==> src/design/utf8d_pkg.sv <==
// Shared types and constants for the UTF-8 checked decoder.
// No dependencies; used by the front, queue, back and top level.
package utf8d_pkg;

    localparam logic [7:0]  QMARK      = 8'h3F;
    localparam logic [7:0]  ASCII_MAX  = 8'h7F;
    localparam logic [7:0]  LEAD2_END  = 8'hE0;
    localparam logic [7:0]  LEAD3_END  = 8'hF0;
    localparam logic [7:0]  LEAD4_END  = 8'hF8;
    localparam logic [7:0]  LEAD_BAD   = 8'hFC;
    localparam logic [1:0]  CONT_TAG   = 2'b10;

    localparam logic [25:0] MIN2_LIM   = 26'h000007F;
    localparam logic [25:0] MIN3_LIM   = 26'h00007FF;
    localparam logic [25:0] MIN4_LIM   = 26'h000FFFF;
    localparam logic [25:0] MIN5_LIM   = 26'h01FFFFF;
    localparam logic [25:0] MAX5_LIM   = 26'h1000000;

    localparam logic [2:0]  LEN1       = 3'd1;
    localparam logic [2:0]  LEN2       = 3'd2;
    localparam logic [2:0]  LEN3       = 3'd3;
    localparam logic [2:0]  LEN4       = 3'd4;
    localparam logic [2:0]  LEN5       = 3'd5;

    // One input byte's worth of results: err_cnt '?' items, then an optional tail.
    typedef struct packed {
        logic [2:0]  err_cnt;
        logic        tail;
        logic [23:0] tail_cp;
        logic [2:0]  tail_len;
        logic        tail_bad;
        logic        last;
    } run_t;

endpackage

==> src/design/utf8d_front.sv <==
// Front end: accepts bytes, tracks the open sequence and classifies each byte
// into a run descriptor. Depends on utf8d_pkg.
module utf8d_front
(
    input  logic            clk,
    input  logic            rst_n,
    input  logic            in_valid,
    output logic            in_stall,
    input  logic [7:0]      data_byte,
    input  logic            last_byte,
    input  logic            full,
    output logic            push,
    output utf8d_pkg::run_t push_item
);

    logic [2:0]  exp_len_reg, exp_len_next;
    logic [2:0]  held_reg, held_next;
    logic [25:0] part_reg, part_next;

    logic        accept;
    logic        is_cont;
    logic        f_tail, f_bad, f_open;
    logic [23:0] f_cp;
    logic [2:0]  f_len;
    logic [25:0] f_part;
    logic [2:0]  held_inc;
    logic [25:0] part_shift;
    logic        value_ok;
    utf8d_pkg::run_t item;

    assign accept   = in_valid && !full;
    assign in_stall = full;
    assign is_cont  = (data_byte[7:6] == utf8d_pkg::CONT_TAG);
    assign held_inc = held_reg + 3'd1;
    assign part_shift = {part_reg[19:0], data_byte[5:0]};

    // Decode of a byte that starts fresh: no sequence open, or the open one interrupted
    always_comb
    begin
        f_tail = 1'b0;
        f_bad  = 1'b0;
        f_open = 1'b0;
        f_cp   = {16'd0, utf8d_pkg::QMARK};
        f_len  = utf8d_pkg::LEN1;
        f_part = '0;
        if (data_byte <= utf8d_pkg::ASCII_MAX)
        begin
            f_tail = 1'b1;
            f_cp   = {16'd0, data_byte};
        end
        else if (is_cont || data_byte >= utf8d_pkg::LEAD_BAD)
        begin
            f_tail = 1'b1;
            f_bad  = 1'b1;
        end
        else
        begin
            if (data_byte < utf8d_pkg::LEAD2_END)
            begin
                f_len  = utf8d_pkg::LEN2;
                f_part = {21'd0, data_byte[4:0]};
            end
            else if (data_byte < utf8d_pkg::LEAD3_END)
            begin
                f_len  = utf8d_pkg::LEN3;
                f_part = {22'd0, data_byte[3:0]};
            end
            else if (data_byte < utf8d_pkg::LEAD4_END)
            begin
                f_len  = utf8d_pkg::LEN4;
                f_part = {23'd0, data_byte[2:0]};
            end
            else
            begin
                f_len  = utf8d_pkg::LEN5;
                f_part = {24'd0, data_byte[1:0]};
            end
            if (last_byte)
            begin
                f_tail = 1'b1;
                f_bad  = 1'b1;
            end
            else
            begin
                f_open = 1'b1;
            end
        end
    end

    always_comb
    begin
        unique case (exp_len_reg)
            utf8d_pkg::LEN2: value_ok = part_shift > utf8d_pkg::MIN2_LIM;
            utf8d_pkg::LEN3: value_ok = part_shift > utf8d_pkg::MIN3_LIM;
            utf8d_pkg::LEN4: value_ok = part_shift > utf8d_pkg::MIN4_LIM;
            utf8d_pkg::LEN5: value_ok = part_shift > utf8d_pkg::MIN5_LIM
                                     && part_shift < utf8d_pkg::MAX5_LIM;
            default:         value_ok = 1'b0;
        endcase
    end

    always_comb
    begin
        item.err_cnt  = 3'd0;
        item.tail     = 1'b0;
        item.tail_cp  = {16'd0, utf8d_pkg::QMARK};
        item.tail_len = utf8d_pkg::LEN1;
        item.tail_bad = 1'b1;
        item.last     = last_byte;
        exp_len_next  = exp_len_reg;
        held_next     = held_reg;
        part_next     = part_reg;

        if (exp_len_reg != 3'd0 && is_cont)
        begin
            if (held_inc >= exp_len_reg)
            begin
                if (value_ok)
                begin
                    item.tail     = 1'b1;
                    item.tail_cp  = part_shift[23:0];
                    item.tail_len = exp_len_reg;
                    item.tail_bad = 1'b0;
                end
                else
                begin
                    item.err_cnt = exp_len_reg;
                end
                exp_len_next = 3'd0;
                held_next    = 3'd0;
                part_next    = '0;
            end
            else if (last_byte)
            begin
                item.err_cnt = held_inc;
                exp_len_next = 3'd0;
                held_next    = 3'd0;
                part_next    = '0;
            end
            else
            begin
                held_next = held_inc;
                part_next = part_shift;
            end
        end
        else
        begin
            // held bytes of an interrupted sequence go out first, then the fresh byte
            item.err_cnt  = (exp_len_reg != 3'd0) ? held_reg : 3'd0;
            item.tail     = f_tail;
            item.tail_cp  = f_cp;
            item.tail_len = utf8d_pkg::LEN1;
            item.tail_bad = f_bad;
            if (f_open)
            begin
                exp_len_next = f_len;
                held_next    = 3'd1;
                part_next    = f_part;
            end
            else
            begin
                exp_len_next = 3'd0;
                held_next    = 3'd0;
                part_next    = '0;
            end
        end
    end

    assign push      = accept && (item.tail || item.err_cnt != 3'd0);
    assign push_item = item;

    always_ff @(posedge clk or negedge rst_n)
    begin
        if (!rst_n)
        begin
            exp_len_reg <= 3'd0;
            held_reg    <= 3'd0;
            part_reg    <= '0;
        end
        else if (accept)
        begin
            exp_len_reg <= exp_len_next;
            held_reg    <= held_next;
            part_reg    <= part_next;
        end
    end

endmodule

==> src/design/utf8d_queue.sv <==
// Short queue of run descriptors between front and back.
// Depends on utf8d_pkg.
module utf8d_queue #(
    parameter int DEPTH = 4
)
(
    input  logic            clk,
    input  logic            rst_n,
    input  logic            push,
    input  utf8d_pkg::run_t push_item,
    output logic            full,
    input  logic            pop,
    output logic            head_valid,
    output utf8d_pkg::run_t head_item
);

    localparam int PW = (DEPTH > 1) ? $clog2(DEPTH) : 1;
    localparam int CW = $clog2(DEPTH + 1);

    utf8d_pkg::run_t      slot_reg [DEPTH];
    logic [PW-1:0]        wr_ptr_reg, rd_ptr_reg;
    logic [CW-1:0]        cnt_reg, cnt_next;

    assign full       = (cnt_reg == CW'(DEPTH));
    assign head_valid = (cnt_reg != '0);
    assign head_item  = slot_reg[rd_ptr_reg];

    always_comb
    begin
        cnt_next = cnt_reg;
        if (push && !pop)
        begin
            cnt_next = cnt_reg + CW'(1);
        end
        else if (pop && !push)
        begin
            cnt_next = cnt_reg - CW'(1);
        end
    end

    always_ff @(posedge clk)
    begin
        if (push)
        begin
            slot_reg[wr_ptr_reg] <= push_item;
        end
    end

    always_ff @(posedge clk or negedge rst_n)
    begin
        if (!rst_n)
        begin
            wr_ptr_reg <= '0;
            rd_ptr_reg <= '0;
            cnt_reg    <= '0;
        end
        else
        begin
            cnt_reg <= cnt_next;
            if (push)
            begin
                wr_ptr_reg <= (wr_ptr_reg == PW'(DEPTH - 1)) ? '0 : wr_ptr_reg + PW'(1);
            end
            if (pop)
            begin
                rd_ptr_reg <= (rd_ptr_reg == PW'(DEPTH - 1)) ? '0 : rd_ptr_reg + PW'(1);
            end
        end
    end

endmodule

==> src/design/utf8d_back.sv <==
// Back end: expands each run descriptor into result items, one per cycle
// while out_stall is low, into an output register. Depends on utf8d_pkg.
module utf8d_back
(
    input  logic            clk,
    input  logic            rst_n,
    input  logic            head_valid,
    input  utf8d_pkg::run_t head_item,
    output logic            pop,
    output logic            out_valid,
    input  logic            out_stall,
    output logic [23:0]     code_point,
    output logic [2:0]      byte_length,
    output logic            malformed,
    output logic            end_of_run,
    output logic            end_of_text
);

    logic [2:0]  idx_reg;
    logic        valid_reg, valid_next;
    logic [23:0] cp_reg;
    logic [2:0]  len_reg;
    logic        bad_reg, eor_reg, eot_reg;

    logic        load;
    logic        in_err;
    logic        is_final;
    logic [2:0]  idx_inc;

    assign idx_inc  = idx_reg + 3'd1;
    assign in_err   = idx_reg < head_item.err_cnt;
    assign is_final = head_item.tail ? (idx_reg == head_item.err_cnt)
                                     : (idx_inc == head_item.err_cnt);
    assign load     = head_valid && (!valid_reg || !out_stall);
    assign pop      = load && is_final;

    always_comb
    begin
        valid_next = valid_reg;
        if (load)
        begin
            valid_next = 1'b1;
        end
        else if (!out_stall)
        begin
            valid_next = 1'b0;
        end
    end

    always_ff @(posedge clk)
    begin
        if (load)
        begin
            cp_reg  <= in_err ? {16'd0, utf8d_pkg::QMARK} : head_item.tail_cp;
            len_reg <= in_err ? utf8d_pkg::LEN1 : head_item.tail_len;
            bad_reg <= in_err ? 1'b1 : head_item.tail_bad;
            eor_reg <= is_final;
            eot_reg <= is_final && head_item.last;
        end
    end

    always_ff @(posedge clk or negedge rst_n)
    begin
        if (!rst_n)
        begin
            valid_reg <= 1'b0;
            idx_reg   <= 3'd0;
        end
        else
        begin
            valid_reg <= valid_next;
            if (load)
            begin
                idx_reg <= is_final ? 3'd0 : idx_inc;
            end
        end
    end

    assign out_valid   = valid_reg;
    assign code_point  = cp_reg;
    assign byte_length = len_reg;
    assign malformed   = bad_reg;
    assign end_of_run  = eor_reg;
    assign end_of_text = eot_reg;

endmodule

==> src/design/utf8_checked_decoder.sv <==
// Top level of the UTF-8 checked decoder: front, descriptor queue and back.
// Depends on utf8d_pkg, utf8d_front, utf8d_queue, utf8d_back.
//
//  channel | handshake           | payload
//  --------+---------------------+-------------------------------------------
//  input   | in_valid / in_stall | data_byte[7:0], last_byte
//  output  | out_valid/out_stall | code_point[23:0], byte_length[2:0],
//          |                     | malformed, end_of_run, end_of_text
//
// One byte is taken per cycle while the queue has room; a byte that causes
// k results (k up to 5) holds the back end until all are loaded, so error
// bursts drain at one result per cycle while out_stall is low. Each result
// passes a QUEUE_DEPTH-entry queue slot, then the output register.
// Reset clears the open sequence, the queue and the output valid flag.
// in_stall rises only when the queue is full; out_stall holds the output.
module utf8_checked_decoder #(
    parameter int QUEUE_DEPTH = 4
)
(
    input  logic        clk,
    input  logic        rst_n,
    input  logic        in_valid,
    output logic        in_stall,
    input  logic [7:0]  data_byte,
    input  logic        last_byte,
    output logic        out_valid,
    input  logic        out_stall,
    output logic [23:0] code_point,
    output logic [2:0]  byte_length,
    output logic        malformed,
    output logic        end_of_run,
    output logic        end_of_text
);

    logic            push, full, pop, head_valid;
    utf8d_pkg::run_t push_item, head_item;

    utf8d_front u_front (
        .clk       (clk),
        .rst_n     (rst_n),
        .in_valid  (in_valid),
        .in_stall  (in_stall),
        .data_byte (data_byte),
        .last_byte (last_byte),
        .full      (full),
        .push      (push),
        .push_item (push_item)
    );

    utf8d_queue #(.DEPTH(QUEUE_DEPTH)) u_queue (
        .clk        (clk),
        .rst_n      (rst_n),
        .push       (push),
        .push_item  (push_item),
        .full       (full),
        .pop        (pop),
        .head_valid (head_valid),
        .head_item  (head_item)
    );

    utf8d_back u_back (
        .clk         (clk),
        .rst_n       (rst_n),
        .head_valid  (head_valid),
        .head_item   (head_item),
        .pop         (pop),
        .out_valid   (out_valid),
        .out_stall   (out_stall),
        .code_point  (code_point),
        .byte_length (byte_length),
        .malformed   (malformed),
        .end_of_run  (end_of_run),
        .end_of_text (end_of_text)
    );

endmodule

==> config.mk <==
export PLATFORM = sky130hd
export DESIGN_NAME = utf8_checked_decoder
export DESIGN_NICKNAME = d
export VERILOG_FILES = /design/src/design/utf8d_pkg.sv /design/src/design/utf8d_front.sv /design/src/design/utf8d_queue.sv /design/src/design/utf8d_back.sv /design/src/design/utf8_checked_decoder.sv
export SDC_FILE = /design/constraint.sdc
export NUM_CORES = 1
export LEC_CHECK = 0
export BUFFER_PORTS_ARGS = -buffer_cell sky130_fd_sc_hd__buf_2
export CAP_MARGIN = 10
export CORE_MARGIN = 2
export CORE_UTILIZATION = 65
export DETAILED_ROUTE_END_ITERATION = 8
export GPL_TIMING_DRIVEN = 1
export PLACE_DENSITY = 0.89
export REMOVE_ABC_BUFFERS = 1
export SKIP_LAST_GASP = 1
export SLEW_MARGIN = 25
export SYNTH_ARGS = -nofsm -noshare
export SYNTH_HDL_FRONTEND = slang
export SYNTH_SLANG_ARGS = --single-unit
==> constraint.sdc <==
create_clock -name clk -period 7.1 [get_ports clk]
set_clock_uncertainty 0.1 [all_clocks]
set_input_delay 0.71 -clock clk [delete_from_list [all_inputs] [get_ports clk]]
set_output_delay 0.71 -clock clk [all_outputs]
set_load 0.01 [all_outputs]
==> impl_results.md, run 1 <==
* Routed WL at 16200 µm
* Vias per cell at approximately 6.2
* Post-synthesis sequential area ratio at between 60% and 70%
* H-tree depth at 4
* Crit path kind: reg2reg
* R2R setup slack at 3.00 ns
* Synth-to-Final Area Change at 12.6%
* VDD IR-drop max at 0.270 mV
* Final hold slack at 0.258 ns
* Die Width at 117 µm
* Grt ovf at 0
* Period minus WS final at 4.10 ns
* Yosys Warn Count at 0
* GRT Overall Usage at around 26%
* First-pass GRT wire length at 25500 µm
* Mapped Area at 8340 µm²
* Avg Inst Size Synth at 16.0 µm²
* Worst path max stage delay at 0.83 ns
* Post-CTS Hold Buffers at 0
* Yosys reg bits at 199
* Clk Latency, worst-skew pair at 0.44 ns
* Final Hold Viols at 0
* Top_reg_cell synth: edfxtp_1
* Slew Limit Headroom at 37.1%
* WL/cell at about 21 µm
* Number of global-route vias before repair at approximately 4700
* # setup viols final at 0
* Post-DP HPWL at 9960 µm
* Initial Utilization at approximately two thirds
* Worst Tran Pin Value at 0.943 ns
* Top cells by area, synth: edfxtp_1 58%, dfrtp_1 11%, mux4_2 8.9%
* Setup TNS at 0 ns
* Max-cap violation count at 0
* Drt drc at 0
* Antenna diodes at 0
* IO Count at 45
* Register Area at 5790 µm²
* Starting DRT DRC Count at 679
* Startpoint types: register
* Ratio of cells with drive above 1 in the final layout at roughly a quarter
* Final Cycle Share at 57.7%
* CORE AREA at 12600 µm²
* Crit path required time at 7.06 ns
* FFs w/ async S/R, synth at a little under a fifth
* Pleak at 3.38 nW
* Maximum clock frequency at 0.244 GHz
* Final ANT Viol Nets at 0
* Max Slew Vio Count at 0
* TritonCTS clock tree: done
* Slowest stage cell on the critical path: and2_2
* RSZ-0062 raised after global routing: no
* Synth area leader: edfxtp_1
* Area share of the largest cell type after synthesis at 58.4%
* EDFF count, synth at between 150 and 200
* Post-CTS Setup Bufs at 0
* Layout filler cell count at 684
* Post-Synthesis Cells at between 500 and 600
* Crit path cell chain: ha_1 > xor2_1 > ha_1 > a21o_2 > a31oi_1 > nand4_1 > a21o_2 > a41oi_4 > and2_2
* RR Endpoint: u_queue.slot_reg[0][19]
* Commonest non-fill, non-tap cell in the layout: edfxtp_1
* Vias at 4694
* Die area at approximately 14000 µm²
* Post-CTS resize count at 0
* Critical path arrival at 4.06 ns
* CTS Root Buffer Type: clkbuf_16
* Row cnt at 41
* Critical R2R Launch: u_front.held_reg[0]
* Fin util at 74.7%
* Power per Cell Area at 405 nW/µm²
* Initial antenna violation count at 0
* Gpl congestion at 0.903
* Area of the multi-input gates at about 2400 µm²
* Clock Path Buffers at 2
* Largest net degree at the start of global routing at 38
* Number of library cell types mapped by synthesis at 61
* # clock sinks at 199
* Hold Path Class: in2async
* 1st-pass router iterations at 5
* Status: finished clean
* Worst-path maximum fanout at 33
* Worst-path clk slew at approximately 0.070 ns
* Fin nets at 600
* Port-buffer cells at 44
* Max reg flops at 132
* Die H at 117 µm
* Num CTS Buffers at 17
* Most frequent cells in the layout: 162 x edfxtp_1, 58 x nand2_1, 44 x buf_2
* Worst setup EP type: register
* R2r worst-path depth at 9
==> stage by stage <==
step	std cells	power, mW	worst slack (ns)	area [µm²]
2_1_floorplan	504	2.42	2.94	8260
4_1_cts	757	3.82	3.01	9390
3_3_place_gp	725	2.70	3.19	8740
3_5_place_dp	725	2.77	3.03	8740
6_report	757	3.80	3.00	9390
5_1_grt	757	3.98	2.72	9390
==> layout make-up <==
cell class | count | area share, %
tap | 172 | 2.29
clock buffer | 17 | 4.53
timing repair buffer | 49 | 2.75
sequential | 199 | 61.7
inverter | 18 | 0.720
multi-input combinational | 287 | 25.6
clock inverter | 15 | 2.41
==> power by group <==
group,switching (mW),leakage [nW],internal (mW),total [mW]
Sequential,0.127,1.99,1.58,1.71
Clock,0.420,0.311,0.627,1.05
Combinational,0.579,1.07,0.465,1.04
Total,1.13,3.38,2.67,3.80
==> Yosys cell counts (all sizes together) (4+ instances only) <==
master    n
mux4     33
nand2    58
dfrtp    37
and2     22
edfxtp  162
or2       8
xor2      4
nor2b    24
mux2      6
nand2b    8
xnor2     4
o31ai     5
nor3      7
nor2     13
ha       14
o21ai    29
a21o      5
nand3     4
inv      18
clkbuf   11
buf       6
a21oi     5
==> logic make-up (layout without fill, tap and decap cells) <==
kind of cell    after synthesis  in the layout  synth area share (%)
fa+ha+maj                    15             15                  2.34
compound gates               63             63                  5.37
simple gates                162            162                  10.4
xor+xnor                      8              8                 0.840
buf+inv                      36             99                  1.76
flops                       199            199                  69.5
mux                          39             39                  9.82
==> worst max path at each step <==
| stage | startpoint | endpoint | cells past startpoint | slack [ns] |
|---|---|---|---|---|
| after floorplan | u_queue.rd_ptr_reg[0] | u_queue.cnt_reg[2] | 13 | 2.94 |
| after global placement | u_queue.rd_ptr_reg[0] | u_queue.cnt_reg[2] | 14 | 3.19 |
| after detailed placement | u_queue.rd_ptr_reg[0] | u_queue.cnt_reg[2] | 14 | 3.03 |
| after CTS | u_queue.rd_ptr_reg[0] | u_queue.cnt_reg[2] | 14 | 3.01 |
| after global routing | u_queue.rd_ptr_reg[0] | u_queue.cnt_reg[2] | 14 | 2.72 |
| final | u_front.held_reg[0] | u_queue.slot_reg[0][19] | 9 | 3.00 |
==> routing by layer <==
metal | global-route usage (%) | share of wire (%) | routed length (µm)
met4 | 12.1 | 3.1 | 508
met3 | 6.75 | 6.9 | 1120
met5 | 0 | 0 | 0
met2 | 41.2 | 50 | 8100
met1 | 34.0 | 40 | 6470
==> worst max-delay path: cells and delay by family, from the launching register on <==
| family | cells | cell delay [ns] |
|---|---|---|
| adder cells (fa/ha/maj) | 2 | 0.63 |
| AND/OR/NAND/NOR | 2 | 1.02 |
| AO/OA/AOI/OAI | 4 | 1.20 |
| XOR/XNOR | 1 | 0.22 |
| flip-flops | 1 | 0.52 |
Note: power is estimated with default switching activity, not from simulation.
==> inputs of run 2 (changes only) <==
Settings changed: CORE_UTILIZATION 65 to 55, PLACE_DENSITY 0.89 to 0.81.
Clock period 7.1 ns to 3.7 ns, I/O delays scaled along.
==> run 2 against run 1 <==
Compared with the run above: non-clock buffer count is 15 higher; worst hold slack worse by 0.20 ns; combinational power is 110% higher; die area is 18% higher; maximum frequency is 17% higher; via count is 1.9% lower; critical path depth is 5 higher; routed wire length is 3.3% lower; clock power is 61% higher; register-to-register slack worse by 2.8 ns; final area is 0.81% higher; power is 86% higher; largest cell class unchanged; highest routed layer unchanged.
==> impl_results.md, run 2 (synthesis results as in run 1) <==
* Final ANT Viol Nets at 0
* CORE AREA at between 10000 and 15000 µm²
* VDD IR-drop max at 0.381 mV
* Slowest stage cell on the critical path: dfrtp_1
* Buffer and inverter count on the worst path at 1
* 1st-pass router iterations at 4
* Startpoint types: register
* Period minus WS final at 3.51 ns
* Port-buffer cells at 44
* IO Count at 45
* Hold Crit Endpoint: u_back.out_valid
* Critical R2R Launch: u_front.held_reg[1]
* Initial Utilization at between 50% and 60%
* Critical path arrival at 3.77 ns
* Max-cap violation count at 0
* Slew Limit Headroom at 40.1%
* H-tree depth at 4
* Grt ovf at 0
* Non-filler cells, final at 784
* Num CTS Buffers at 17
* Drt drc at 0
* Pleak at 3.43 nW
* R2R setup slack at 0.19 ns
* Clk Latency, worst-skew pair at between 0.4 and 0.5 ns
* Largest net degree at the start of global routing at 38
* Initial antenna violation count at 0
* Post-DP HPWL at between 10000 and 15000 µm
* Most frequent cells in the layout: 162 x edfxtp_1, 58 x nand2_1, 44 x buf_2
* Worst-path clk slew at around 0.070 ns
* Setup TNS at 0 ns
* Routed WL at 15700 µm
* # clock sinks at 199
* Worst path max stage delay at 0.40 ns
* Antenna diodes at 0
* Die Width at about 130 µm
* First-pass GRT wire length at 25500 µm
* Final Cycle Share at a little over nine tenths
* Vias per cell at 5.88
* Row cnt at 44
* Maximum clock frequency at 0.285 GHz
* Worst setup EP type: register
* TritonCTS clock tree: done
* Hold_sp: out_stall
* Clock Path Buffers at 2
* Commonest non-fill, non-tap cell in the layout: edfxtp_1
* Fin nets at 615
* Gpl congestion at between 0.8 and 0.9
* Crit path cell chain: ha_1 > xor2_1 > ha_1 > a21o_2 > a31o_2 > nor4_4 > o31ai_2 > a41oi_4 > ha_2 > inv_1 > fa_1 > xor2_1 > nor2_1 > xor2_1
* Status: finished clean
* Power, Total at 7.06 mW
* Worst path most repeated cell: xor2_1
* Die area at 16200 µm²
* Die H at roughly 130 µm
* Worst Tran Pin Value at 0.899 ns
* Worst-path maximum fanout at 5
* R2r worst-path depth at 14
* Final Hold Viols at 0
* Crit path required time at 3.96 ns
* Placed Cells at around 750
* # setup viols final at 0
* Post-CTS Setup Bufs at 0
* Vias at between 4000 and 5000
* CTS Root Buffer Type: clkbuf_16
* Crit path kind: reg2reg
* Ratio of cells with drive above 1 in the final layout at 28.0%
* Number of global-route vias before repair at 4870
* WL/cell at 20.0 µm
* Final hold slack at between 0.05 and 0.06 ns
* Starting DRT DRC Count at 321
* Power per Cell Area at between 700 and 800 nW/µm²
* Synth-to-Final Area Change at 13.5%
* RR Endpoint: u_queue.cnt_reg[2]
* Max Slew Vio Count at 0
* CP top delay family: adder cells
* Hold depth at 3
* Max reg flops at 132
* GRT Overall Usage at a little over a fifth
* Hold Path Class: in2reg
## run 2: worst register-to-register path: stages (launching register included)
cell and delay (ns):
dfrtp_1 0.40, ha_1 0.25, xor2_1 0.17, ha_1 0.33, a21o_2 0.23, a31o_2 0.26, nor4_4 0.26, o31ai_2 0.14
a41oi_4 0.22, ha_2 0.23, inv_1 0.06, fa_1 0.37, xor2_1 0.17, nor2_1 0.11, xor2_1 0.14
## run 2: worst max-delay path by stage
stage	from	to	slack (ns)	depth (start not counted)
after global routing	u_front.held_reg[1]	u_queue.cnt_reg[2]	-0.01	14
after floorplan	u_queue.rd_ptr_reg[0]	u_queue.cnt_reg[2]	-0.46	13
after CTS	u_front.held_reg[1]	u_queue.cnt_reg[2]	0.04	14
after global placement	u_front.held_reg[1]	u_queue.cnt_reg[2]	0.20	14
final	u_front.held_reg[1]	u_queue.cnt_reg[2]	0.19	14
after detailed placement	u_front.held_reg[1]	u_queue.cnt_reg[2]	0.06	14
## run 2: layout make-up
| class | instances | area, µm² |
|---|---|---|
| repair buffers | 64 | 410 |
| well taps | 184 | 230 |
| inverters | 18 | 67.6 |
| flip-flops and latches | 199 | 5790 |
| clock buffers | 18 | 429 |
| fillers | 1014 | 5180 |
| multi-input cells | 287 | 2430 |
| clock inverters | 14 | 109 |
## run 2: what timing repair did
item                                    CTS  global route
endpoints found under the setup margin    0             2
endpoints found under the hold margin    37             0
hold buffers                              1             0
resized for setup                         0             4
## run 2: power breakdown
group          total, mW  switching [mW]  internal (mW)
combinational       2.17            1.18          0.990
sequential          3.19           0.169           3.02
clock               1.69           0.812          0.877
total               7.06            2.16           4.89
## run 2: per-stage QoR
stage,utilization [%],cell area [µm²],setup WS (ns)
5_1_grt,64.6,9460,-0.0137
4_1_cts,64.5,9440,0.0379
3_3_place_gp,60.7,8890,0.204
3_5_place_dp,60.7,8890,0.0555
6_report,64.6,9460,0.188
2_1_floorplan,-,8260,-0.459
## run 2: per-layer routing
layer,GRT usage [%],up-vias,routed length (µm)
li1,-,2096,-
met1,27.7,2360,6790
met2,35.1,128,7850
met3,4.61,23,698
met4,7.95,0,325
met5,0,-,0
